$ cat config.mk
export PLATFORM = sky130hd
export DESIGN_NAME = xor_checked_frame_receiver_flat
export DESIGN_NICKNAME = d
export VERILOG_FILES = /design/src/rtl/core/xcfr_pkg.sv /design/src/rtl/core/xcfr_if.sv /design/src/rtl/core/xcfr_regs.sv /design/src/rtl/core/xcfr_front.sv /design/src/rtl/core/xcfr_queue.sv /design/src/rtl/core/xcfr_back.sv /design/src/rtl/core/xor_checked_frame_receiver.sv /design/src/flat_wrapper.sv
export SDC_FILE = /design/constraint.sdc
export NUM_CORES = 1
export LEC_CHECK = 0
export BUFFER_PORTS_ARGS = -buffer_cell sky130_fd_sc_hd__buf_2
export CAP_MARGIN = 20
export CELL_PAD_IN_SITES_DETAIL_PLACEMENT = 0
export CELL_PAD_IN_SITES_GLOBAL_PLACEMENT = 1
export CORE_MARGIN = 2
export CORE_UTILIZATION = 44
export DETAILED_ROUTE_END_ITERATION = 7
export GPL_ROUTABILITY_DRIVEN = 0
export PLACE_DENSITY = 0.77
export SLEW_MARGIN = 40
export SYNTH_ARGS = -nofsm -noshare
export SYNTH_HDL_FRONTEND = slang
export SYNTH_HIERARCHICAL = 1
export SYNTH_SLANG_ARGS = --single-unit
$ cat constraint.sdc
create_clock -name clk -period 3.4 [get_ports clk]
set_clock_uncertainty 0.05 [all_clocks]
set_input_delay 0.68 -clock clk [delete_from_list [all_inputs] [get_ports clk]]
set_output_delay 0.68 -clock clk [all_outputs]
set_load 0.02 [all_outputs]
$ cat src/rtl/core/xcfr_pkg.sv
`timescale 1ns / 1ps
// shared types and constants for the xor checked frame receiver
// no dependencies

package xcfr_pkg;

  // result kinds
  typedef enum logic [1:0] {
    KIND_PAYLOAD = 2'd0,
    KIND_ACCEPT  = 2'd1,
    KIND_REJECT  = 2'd2
  } kind_t;

  // register indexes on the configuration port
  localparam logic [1:0] REG_START_BYTE = 2'd0;
  localparam logic [1:0] REG_ACK_CODE   = 2'd1;
  localparam logic [1:0] REG_NAK_CODE   = 2'd2;

  // register reset values
  localparam logic [7:0] START_BYTE_RST = 8'h01;
  localparam logic [7:0] ACK_CODE_RST   = 8'd6;
  localparam logic [7:0] NAK_CODE_RST   = 8'd21;

  // queue between front and back
  localparam int QDEPTH = 4;
  localparam int QPTR_W = $clog2(QDEPTH);
  localparam int QCNT_W = $clog2(QDEPTH + 1);

  // configuration seen by front and back
  typedef struct packed {
    logic [7:0] start_byte;
    logic [7:0] ack_code;
    logic [7:0] nak_code;
  } cfg_t;

  // work for the back part caused by one input beat
  typedef struct packed {
    logic       has_pay;
    logic [7:0] pay_byte;
    logic [7:0] pay_pos;
    logic [7:0] pay_cmd;
    logic       has_ver;
    logic       ver_ok;
    logic [7:0] ver_cmd;
  } entry_t;

endpackage

$ cat src/rtl/core/xcfr_if.sv
`timescale 1ns / 1ps
// valid/ready channel interfaces for received bytes and results
// depends on nothing

interface xcfr_in_if;
  logic       valid;
  logic       ready;
  logic [7:0] rx_byte;

  modport source (output valid, output rx_byte, input ready);
  modport sink (input valid, input rx_byte, output ready);
endinterface

interface xcfr_out_if;
  logic       valid;
  logic       ready;
  logic [1:0] kind;
  logic [7:0] value;
  logic [7:0] position;
  logic [7:0] command;
  logic       last;

  modport source (output valid, output kind, output value, output position,
                  output command, output last, input ready);
  modport sink (input valid, input kind, input value, input position,
                input command, input last, output ready);
endinterface

$ cat src/rtl/core/xcfr_regs.sv
`timescale 1ns / 1ps
// apb-style configuration registers: start byte, ack code, nak code
// depends on xcfr_pkg

module xcfr_regs (
  input  logic                clk,
  input  logic                rst_n,
  input  logic                psel,
  input  logic                penable,
  input  logic                pwrite,
  input  logic [3:0]          paddr,
  input  logic [31:0]         pwdata,
  output logic [31:0]         prdata,
  output logic                pready,
  output xcfr_pkg::cfg_t      cfg
);

  xcfr_pkg::cfg_t cfg_r;
  logic [1:0]     idx;
  logic           wr_en;

  assign idx    = paddr[3:2];
  assign wr_en  = psel && penable && pwrite;
  assign pready = 1'b1;
  assign cfg    = cfg_r;

  // register writes
  always_ff @(posedge clk) begin
    if (!rst_n) begin
      cfg_r.start_byte <= xcfr_pkg::START_BYTE_RST;
      cfg_r.ack_code   <= xcfr_pkg::ACK_CODE_RST;
      cfg_r.nak_code   <= xcfr_pkg::NAK_CODE_RST;
    end else if (wr_en) begin
      case (idx)
        xcfr_pkg::REG_START_BYTE: cfg_r.start_byte <= pwdata[7:0];
        xcfr_pkg::REG_ACK_CODE:   cfg_r.ack_code   <= pwdata[7:0];
        xcfr_pkg::REG_NAK_CODE:   cfg_r.nak_code   <= pwdata[7:0];
        default: ;
      endcase
    end
  end

  // read back
  always_comb begin
    case (idx)
      xcfr_pkg::REG_START_BYTE: prdata = {24'd0, cfg_r.start_byte};
      xcfr_pkg::REG_ACK_CODE:   prdata = {24'd0, cfg_r.ack_code};
      xcfr_pkg::REG_NAK_CODE:   prdata = {24'd0, cfg_r.nak_code};
      default:                  prdata = 32'd0;
    endcase
  end

endmodule

$ cat src/rtl/core/xcfr_front.sv
`timescale 1ns / 1ps
// front part: frame parser that turns received beats into queue work
// depends on xcfr_pkg and xcfr_if

module xcfr_front (
  input  logic              clk,
  input  logic              rst_n,
  input  xcfr_pkg::cfg_t    cfg,
  xcfr_in_if.sink           in_ch,
  input  logic              q_full,
  output logic              push,
  output xcfr_pkg::entry_t  push_entry
);

  typedef enum logic [2:0] {
    PH_IDLE  = 3'd0,
    PH_CHECK = 3'd1,
    PH_CMD   = 3'd2,
    PH_LEN   = 3'd3,
    PH_DATA  = 3'd4
  } phase_t;

  phase_t     phase_r, phase_nxt;
  logic [7:0] exp_r, exp_nxt;
  logic [7:0] cmd_r, cmd_nxt;
  logic [7:0] len_r, len_nxt;
  logic [7:0] cnt_r, cnt_nxt;
  logic [7:0] xor_r, xor_nxt;

  logic       take;
  logic [7:0] b;
  logic [7:0] xor_new;
  logic       final_byte;
  xcfr_pkg::entry_t ent;

  assign in_ch.ready = !q_full;
  assign take        = in_ch.valid && !q_full;
  assign b           = in_ch.rx_byte;
  assign xor_new     = xor_r ^ b;
  assign final_byte  = ({1'b0, cnt_r} + 9'd1) >= {1'b0, len_r};

  // next state and the work this beat causes
  always_comb begin
    phase_nxt = phase_r;
    exp_nxt   = exp_r;
    cmd_nxt   = cmd_r;
    len_nxt   = len_r;
    cnt_nxt   = cnt_r;
    xor_nxt   = xor_r;
    ent       = '0;
    case (phase_r)
      PH_CHECK: begin
        exp_nxt   = b;
        phase_nxt = PH_CMD;
      end
      PH_CMD: begin
        cmd_nxt   = b;
        phase_nxt = PH_LEN;
      end
      PH_LEN: begin
        len_nxt = b;
        cnt_nxt = 8'd0;
        xor_nxt = 8'd0;
        if (b == 8'd0) begin
          // empty frame ends at its length byte
          ent.has_ver = 1'b1;
          ent.ver_ok  = (exp_r == 8'd0);
          ent.ver_cmd = cmd_r;
          cmd_nxt     = 8'd0;
          phase_nxt   = PH_IDLE;
        end else begin
          phase_nxt = PH_DATA;
        end
      end
      PH_DATA: begin
        ent.has_pay  = 1'b1;
        ent.pay_byte = b;
        ent.pay_pos  = cnt_r;
        ent.pay_cmd  = cmd_r;
        if (final_byte) begin
          ent.has_ver = 1'b1;
          ent.ver_ok  = (xor_new == exp_r);
          ent.ver_cmd = cmd_r;
          cmd_nxt     = 8'd0;
          cnt_nxt     = 8'd0;
          xor_nxt     = 8'd0;
          phase_nxt   = PH_IDLE;
        end else begin
          cnt_nxt = cnt_r + 8'd1;
          xor_nxt = xor_new;
        end
      end
      default: begin
        // idle: wait for the start byte, ignore noise
        if (b == cfg.start_byte) begin
          phase_nxt = PH_CHECK;
          xor_nxt   = 8'd0;
          cnt_nxt   = 8'd0;
        end else begin
          phase_nxt = PH_IDLE;
        end
      end
    endcase
  end

  assign push       = take && (ent.has_pay || ent.has_ver);
  assign push_entry = ent;

  // parser state
  always_ff @(posedge clk) begin
    if (!rst_n) begin
      phase_r <= PH_IDLE;
      exp_r   <= 8'd0;
      cmd_r   <= 8'd0;
      len_r   <= 8'd0;
      cnt_r   <= 8'd0;
      xor_r   <= 8'd0;
    end else if (take) begin
      phase_r <= phase_nxt;
      exp_r   <= exp_nxt;
      cmd_r   <= cmd_nxt;
      len_r   <= len_nxt;
      cnt_r   <= cnt_nxt;
      xor_r   <= xor_nxt;
    end
  end

endmodule

$ cat src/rtl/core/xcfr_queue.sv
`timescale 1ns / 1ps
// short fifo of work entries between front and back
// depends on xcfr_pkg

module xcfr_queue (
  input  logic              clk,
  input  logic              rst_n,
  input  logic              push,
  input  xcfr_pkg::entry_t  push_entry,
  output logic              full,
  input  logic              pop,
  output logic              empty,
  output xcfr_pkg::entry_t  head
);

  xcfr_pkg::entry_t                 mem_r [xcfr_pkg::QDEPTH];
  logic [xcfr_pkg::QPTR_W-1:0]      wr_ptr_r, rd_ptr_r;
  logic [xcfr_pkg::QCNT_W-1:0]      cnt_r;
  logic                             do_push, do_pop;

  assign full    = (cnt_r == xcfr_pkg::QCNT_W'(xcfr_pkg::QDEPTH));
  assign empty   = (cnt_r == '0);
  assign do_push = push && !full;
  assign do_pop  = pop && !empty;
  assign head    = mem_r[rd_ptr_r];

  // entry storage
  always_ff @(posedge clk) begin
    if (do_push) begin
      mem_r[wr_ptr_r] <= push_entry;
    end
  end

  // pointers and fill count
  always_ff @(posedge clk) begin
    if (!rst_n) begin
      wr_ptr_r <= '0;
      rd_ptr_r <= '0;
      cnt_r    <= '0;
    end else begin
      if (do_push) begin
        wr_ptr_r <= wr_ptr_r + 1'b1;
      end
      if (do_pop) begin
        rd_ptr_r <= rd_ptr_r + 1'b1;
      end
      case ({do_push, do_pop})
        2'b10:   cnt_r <= cnt_r + 1'b1;
        2'b01:   cnt_r <= cnt_r - 1'b1;
        default: cnt_r <= cnt_r;
      endcase
    end
  end

endmodule

$ cat src/rtl/core/xcfr_back.sv
`timescale 1ns / 1ps
// back part: expands queue entries into payload and verdict result beats
// depends on xcfr_pkg and xcfr_if

module xcfr_back (
  input  logic              clk,
  input  logic              rst_n,
  input  xcfr_pkg::cfg_t    cfg,
  input  logic              q_empty,
  input  xcfr_pkg::entry_t  head,
  output logic              pop,
  xcfr_out_if.source        out_ch
);

  logic       valid_r;
  logic       pay_done_r, pay_done_nxt;
  logic [1:0] kind_r;
  logic [7:0] value_r, pos_r, cmd_r;
  logic       last_r;

  logic       slot_free;
  logic       load;
  logic       emit_pay;

  assign slot_free = !valid_r || out_ch.ready;
  assign load      = slot_free && !q_empty;
  assign emit_pay  = head.has_pay && !pay_done_r;

  // pop once the entry's final result is loaded
  always_comb begin
    pop          = 1'b0;
    pay_done_nxt = pay_done_r;
    if (load) begin
      if (emit_pay && head.has_ver) begin
        pay_done_nxt = 1'b1;
      end else begin
        pop          = 1'b1;
        pay_done_nxt = 1'b0;
      end
    end
  end

  // control of the output register
  always_ff @(posedge clk) begin
    if (!rst_n) begin
      valid_r    <= 1'b0;
      pay_done_r <= 1'b0;
    end else begin
      pay_done_r <= pay_done_nxt;
      if (slot_free) begin
        valid_r <= !q_empty;
      end
    end
  end

  // result payload
  always_ff @(posedge clk) begin
    if (load) begin
      if (emit_pay) begin
        kind_r  <= xcfr_pkg::KIND_PAYLOAD;
        value_r <= head.pay_byte;
        pos_r   <= head.pay_pos;
        cmd_r   <= head.pay_cmd;
        last_r  <= !head.has_ver;
      end else if (head.ver_ok) begin
        kind_r  <= xcfr_pkg::KIND_ACCEPT;
        value_r <= cfg.ack_code;
        pos_r   <= 8'd0;
        cmd_r   <= head.ver_cmd;
        last_r  <= 1'b1;
      end else begin
        kind_r  <= xcfr_pkg::KIND_REJECT;
        value_r <= cfg.nak_code;
        pos_r   <= 8'd0;
        cmd_r   <= 8'd0;
        last_r  <= 1'b1;
      end
    end
  end

  assign out_ch.valid    = valid_r;
  assign out_ch.kind     = kind_r;
  assign out_ch.value    = value_r;
  assign out_ch.position = pos_r;
  assign out_ch.command  = cmd_r;
  assign out_ch.last     = last_r;

endmodule

$ cat src/rtl/core/xor_checked_frame_receiver.sv
`timescale 1ns / 1ps
// Frame receiver with xor check: takes one received byte per beat and parses frames of start
// byte, check byte, command, length and payload. Each payload byte comes out as it arrives, and
// after the last one (or at a zero length byte) an accept or reject verdict follows. A byte is
// taken every cycle while the four-entry work queue between parser and output stage has room;
// the output stage delivers one result per cycle while the receiver is ready, so a final payload
// byte, which causes two results, occupies it for both and the queue absorbs that. Results leave
// through an output register; a byte's work passes the queue storage and then that register.
// Depends on xcfr_pkg, xcfr_if, xcfr_regs, xcfr_front, xcfr_queue and xcfr_back.

module xor_checked_frame_receiver (
  input  logic         clk,
  input  logic         rst_n,
  xcfr_in_if.sink      in_ch,
  xcfr_out_if.source   out_ch,
  input  logic         psel,
  input  logic         penable,
  input  logic         pwrite,
  input  logic [3:0]   paddr,
  input  logic [31:0]  pwdata,
  output logic [31:0]  prdata,
  output logic         pready
);

  xcfr_pkg::cfg_t   cfg;
  xcfr_pkg::entry_t push_entry;
  xcfr_pkg::entry_t head;
  logic             push, pop, q_full, q_empty;

  // configuration registers
  xcfr_regs u_regs (
    .clk     (clk),
    .rst_n   (rst_n),
    .psel    (psel),
    .penable (penable),
    .pwrite  (pwrite),
    .paddr   (paddr),
    .pwdata  (pwdata),
    .prdata  (prdata),
    .pready  (pready),
    .cfg     (cfg)
  );

  // parser
  xcfr_front u_front (
    .clk        (clk),
    .rst_n      (rst_n),
    .cfg        (cfg),
    .in_ch      (in_ch),
    .q_full     (q_full),
    .push       (push),
    .push_entry (push_entry)
  );

  // work queue
  xcfr_queue u_queue (
    .clk        (clk),
    .rst_n      (rst_n),
    .push       (push),
    .push_entry (push_entry),
    .full       (q_full),
    .pop        (pop),
    .empty      (q_empty),
    .head       (head)
  );

  // result stage
  xcfr_back u_back (
    .clk     (clk),
    .rst_n   (rst_n),
    .cfg     (cfg),
    .q_empty (q_empty),
    .head    (head),
    .pop     (pop),
    .out_ch  (out_ch)
  );

endmodule
$ cat src/flat_wrapper.sv
// flat-port wrapper written by rule: the top's interface ports become plain ports
module xor_checked_frame_receiver_flat 
  (clk, rst_n, psel, penable, pwrite, paddr, pwdata, prdata, pready, in_ch_valid, in_ch_rx_byte, in_ch_ready, out_ch_valid, out_ch_kind, out_ch_value, out_ch_position, out_ch_command, out_ch_last, out_ch_ready);
  xcfr_in_if in_ch_i ();
  xcfr_out_if out_ch_i ();
  input  logic clk;
  input  logic rst_n;
  input  logic psel;
  input  logic penable;
  input  logic pwrite;
  input  logic [3:0] paddr;
  input  logic [31:0] pwdata;
  output logic [31:0] prdata;
  output logic pready;
  input wire logic [$bits(in_ch_i.valid)-1:0] in_ch_valid;
  input wire logic [$bits(in_ch_i.rx_byte)-1:0] in_ch_rx_byte;
  output wire logic [$bits(in_ch_i.ready)-1:0] in_ch_ready;
  output wire logic [$bits(out_ch_i.valid)-1:0] out_ch_valid;
  output wire logic [$bits(out_ch_i.kind)-1:0] out_ch_kind;
  output wire logic [$bits(out_ch_i.value)-1:0] out_ch_value;
  output wire logic [$bits(out_ch_i.position)-1:0] out_ch_position;
  output wire logic [$bits(out_ch_i.command)-1:0] out_ch_command;
  output wire logic [$bits(out_ch_i.last)-1:0] out_ch_last;
  input wire logic [$bits(out_ch_i.ready)-1:0] out_ch_ready;
  assign in_ch_i.valid = in_ch_valid;
  assign in_ch_i.rx_byte = in_ch_rx_byte;
  assign in_ch_ready = in_ch_i.ready;
  assign out_ch_valid = out_ch_i.valid;
  assign out_ch_kind = out_ch_i.kind;
  assign out_ch_value = out_ch_i.value;
  assign out_ch_position = out_ch_i.position;
  assign out_ch_command = out_ch_i.command;
  assign out_ch_last = out_ch_i.last;
  assign out_ch_i.ready = out_ch_ready;
  xor_checked_frame_receiver u_core (.clk(clk), .rst_n(rst_n), .in_ch(in_ch_i), .out_ch(out_ch_i), .psel(psel), .penable(penable), .pwrite(pwrite), .paddr(paddr), .pwdata(pwdata), .prdata(prdata), .pready(pready));
endmodule
==> impl_metrics.yaml <==
die:
  core_um2: 25000
  die_width_um: 163
  start_util: 0.444
  boundaryPins: 113
  std_cell_rows: 58
  die_h_um: 163
  dieArea_um2: 26500
detailed_routing:
  drt-total-wl_um: 21900
  drt_iter0_drc: 498
  post-route-drc-count: 0
  drtAntennaViolNets: 0
  vias: 6396
  drt-pass1-iter-count: 5
  via_per_inst: 5.14
  wl_per_cell_um: 17.6
flow_run:
  maxCapViolations: 0
synthesis:
  syn-cell-area_um2: 11100
  synthCells: 833
  ys_seq_elements: 245
  synthArstFlopShare: 0
  yosys_most_used_dff: "edfxtp_1"
  avgSynthCellArea_um2: 13.3
  ys.warnings.count: 6
  synth-seq-area-share: 0.593
  synth-edff-count: 167
  synth.distinct_cells: 67
cts:
  clockBufferDepth: 3
  cts_tree: "yes"
  clock-sinks: 245
  ctsHtreeMaxLevel: 1
  path_clk_slew_ns: 0.06
  tritoncts.num_buffers: 26
  ctsResizeCount: 0
  postCtsSetupBuffers: 0
  hold_buffers: 0
  clk_latency_ns: 0.53
  root_buffer: "clkbuf_16"
timing:
  fmax_mhz: 321
  maxSlewHeadroom: 0.549
  maxSlewViolCount: 0
  min_period_ns: 3.12
  tightest_slew_ns: 0.676
  postLayoutSetupSlackWorst_ns: 0.282
  grt_setup_unrepaired: "yes"
  hold_violations: 0
  post-route-period-util: 0.917
  setup_viol: 0
  holdWs_ns: 0.376
worst_setup_path:
  critPathLaunch: "u_core/u_front/cnt_r[0]$_SDFFE_PN0P_"
  start_kind: "flip-flop"
  crit_type: "reg -> reg"
  r2r_slack_ns: 0.28
  r2r-start: "u_core/u_front/cnt_r[0]$_SDFFE_PN0P_"
  path_depth: 9
  cp_top_family: "simple AND/OR/NAND/NOR gates"
  critPathBufInv: 0
  reg2regPathDepth: 9
  critPathMaxStageDelay_ns: 0.58
  end_kind: "flip-flop"
  r2r_end: "u_core/u_queue/mem_r[1][4]$_DFFE_PP_"
  path_max_fanout: 10
  crit_path_top_delay_cell: "or4_1"
  crit_chain: "ha_1, nand3_1, nor2_1, xor2_1, ha_1, nand3_1, or4_1, a21o_1, a21boi_0"
  cp.arrival_ns: 3.36
  crit_required_ns: 3.64
  worstSetupEndpoint: "u_core/u_queue/mem_r[1][4]$_DFFE_PP_"
cells_and_area:
  area_growth_pct: 12.4
  final_cell_mix: "167 x edfxtp_1, 93 x nand2_1, 77 x dfxtp_1"
  multi_input_area_um2: 3960
  fin_util: 0.500
  final_layout_size_suffix_gt1_frac: 0.235
  final_common_cell: "edfxtp_1"
  regArea_um2: 6580
  nFillCells: 2174
  nNetsFinal: 960
  antennaDiodeCount: 0
pwr:
  ir_worst_vdd_mv: 0.320
  power.leakage_nw: 4.37
  powerDensity_nw_per_um2: 489
grt:
  grt_pass1_wl_um: 35100
  overflow: 0
  gr-usage-all-layers: 0.169
  antenna_found_initial: 0
  grt_max_degree: 57
  grt_pass1_vias: 6440
placed_design:
  dpl.hpwl_um: 14200
  io_buffers: 61
  place_ws_ns: 0.150
status:
  status: "complete, no violations"
min_path:
  min-delay-path-class: "in -> reg"
==> per-stage QoR <==
step,instances,TNS [ns],power (mW),cell area (µm²)
after floorplan,856,0,3.35,11200
after global placement,1196,0,3.37,11600
after detailed placement,1196,0,3.38,11600
after CTS,1244,0,6.17,12500
after global routing,1244,-0.00728,6.30,12500
final,1244,0,6.10,12500
==> synthesized netlist by cell type, types with 4 or more instances <==
library cell | instances | area [µm²]
mux4_2 | 35 | 788
clkbuf_1 | 11 | 41.3
o311ai_1 | 9 | 78.8
buf_2 | 23 | 115
o21ai_1 | 9 | 45.0
and2_1 | 30 | 188
o21ai_2 | 16 | 140
o21ai_0 | 30 | 150
dfxtp_1 | 78 | 1560
nand4_1 | 11 | 68.8
mux2i_1 | 50 | 500
a21boi_1 | 4 | 30.0
xor2_1 | 14 | 123
nand3_1 | 11 | 55.1
buf_12 | 4 | 80.1
and2_4 | 7 | 61.3
nor2_1 | 23 | 86.3
ha_1 | 14 | 175
nand2b_1 | 4 | 25.0
a21oi_1 | 11 | 55.1
buf_6 | 6 | 67.6
xnor2_1 | 19 | 166
nand2_1 | 93 | 349
edfxtp_1 | 167 | 5010
buf_4 | 30 | 225
o21a_1 | 5 | 37.5
nor2b_1 | 29 | 181
a21boi_0 | 10 | 75.1
inv_1 | 27 | 101
==> power breakdown <==
group          total, mW  switching [mW]  internal (mW)
sequential          3.15         0.00364           3.15
combinational      0.160           0.110         0.0493
clock               2.79            1.15           1.64
total               6.10            1.26           4.84
==> flip-flops by register name (all words and copies together) (netlist names), 3 cells and up, named ones only <==
name,cells
u_core/u_queue/mem_r,140
u_core/u_regs/cfg,24
u_core/u_back/out_ch.command,8
u_core/u_back/out_ch.position,8
u_core/u_back/out_ch.value,8
u_core/u_front/cmd_r,8
u_core/u_front/cnt_r,8
u_core/u_front/exp_r,8
u_core/u_front/len_r,8
u_core/u_front/xor_r,8
u_core/u_front/phase_r,3
u_core/u_queue/cnt_r,3
==> kinds of logic (layout without fill, tap and decap cells) <==
family          after synthesis  in the layout  share of synthesized area
flops                       245            245                      0.593
buf+inv                     106            164                     0.0607
mux                          85             85                      0.116
xor+xnor                     33             33                     0.0260
other cells                   2             25                   0.000677
simple gates                236            236                      0.115
fa+ha+maj                    15             15                     0.0176
compound gates              111            111                     0.0707
==> worst register-to-register path, delay by kind of cell (launching register included) <==
kind / cells / cell delay [ns]
adders and majority gates: 2 / 0.53
AOI/OAI and AO/OA: 2 / 0.81
DFF: 1 / 0.42
xor gates and xnor gates: 1 / 0.10
and+or+nand+nor: 4 / 0.97
==> worst min-delay path by stage <==
| stage | from | to | slack [ns] | depth (start not counted) |
|---|---|---|---|---|
| detailed placement | u_core/u_front/cmd_r[5]$_SDFFE_PN0P_ | u_core/u_front/cmd_r[5]$_SDFFE_PN0P_ | 0.41 | 2 |
| global route | pwdata[2] | u_core/u_regs/cfg[18]$_SDFFE_PN0P_ | 0.37 | 3 |
| global placement | u_core/u_front/cmd_r[5]$_SDFFE_PN0P_ | u_core/u_front/cmd_r[5]$_SDFFE_PN0P_ | 0.40 | 2 |
| finish | pwdata[4] | u_core/u_regs/cfg[4]$_SDFFE_PN1P_ | 0.38 | 3 |
| CTS | pwdata[2] | u_core/u_regs/cfg[18]$_SDFFE_PN0P_ | 0.35 | 3 |
| floorplan | u_core/u_front/cmd_r[0]$_SDFFE_PN0P_ | u_core/u_front/cmd_r[0]$_SDFFE_PN0P_ | 0.38 | 2 |
==> final cells by class <==
type / instances / share of cell area
well taps: 330 / 0.0331
clock inverters: 12 / 0.00813
clock buffers: 36 / 0.0609
multi-input cells: 505 / 0.317
repair buffers: 88 / 0.0447
inverters: 28 / 0.00843
flip-flops and latches: 245 / 0.527
==> metal layers <==
metal  GRT usage  vias up  wire length [µm]
met4      0.0463        0               465
met2       0.287      130             10700
li1            -     3102                 -
met1       0.231     3128              9780
met5           0        -                 0
met3      0.0214       36               974
Note: power is estimated with default switching activity, not from simulation.
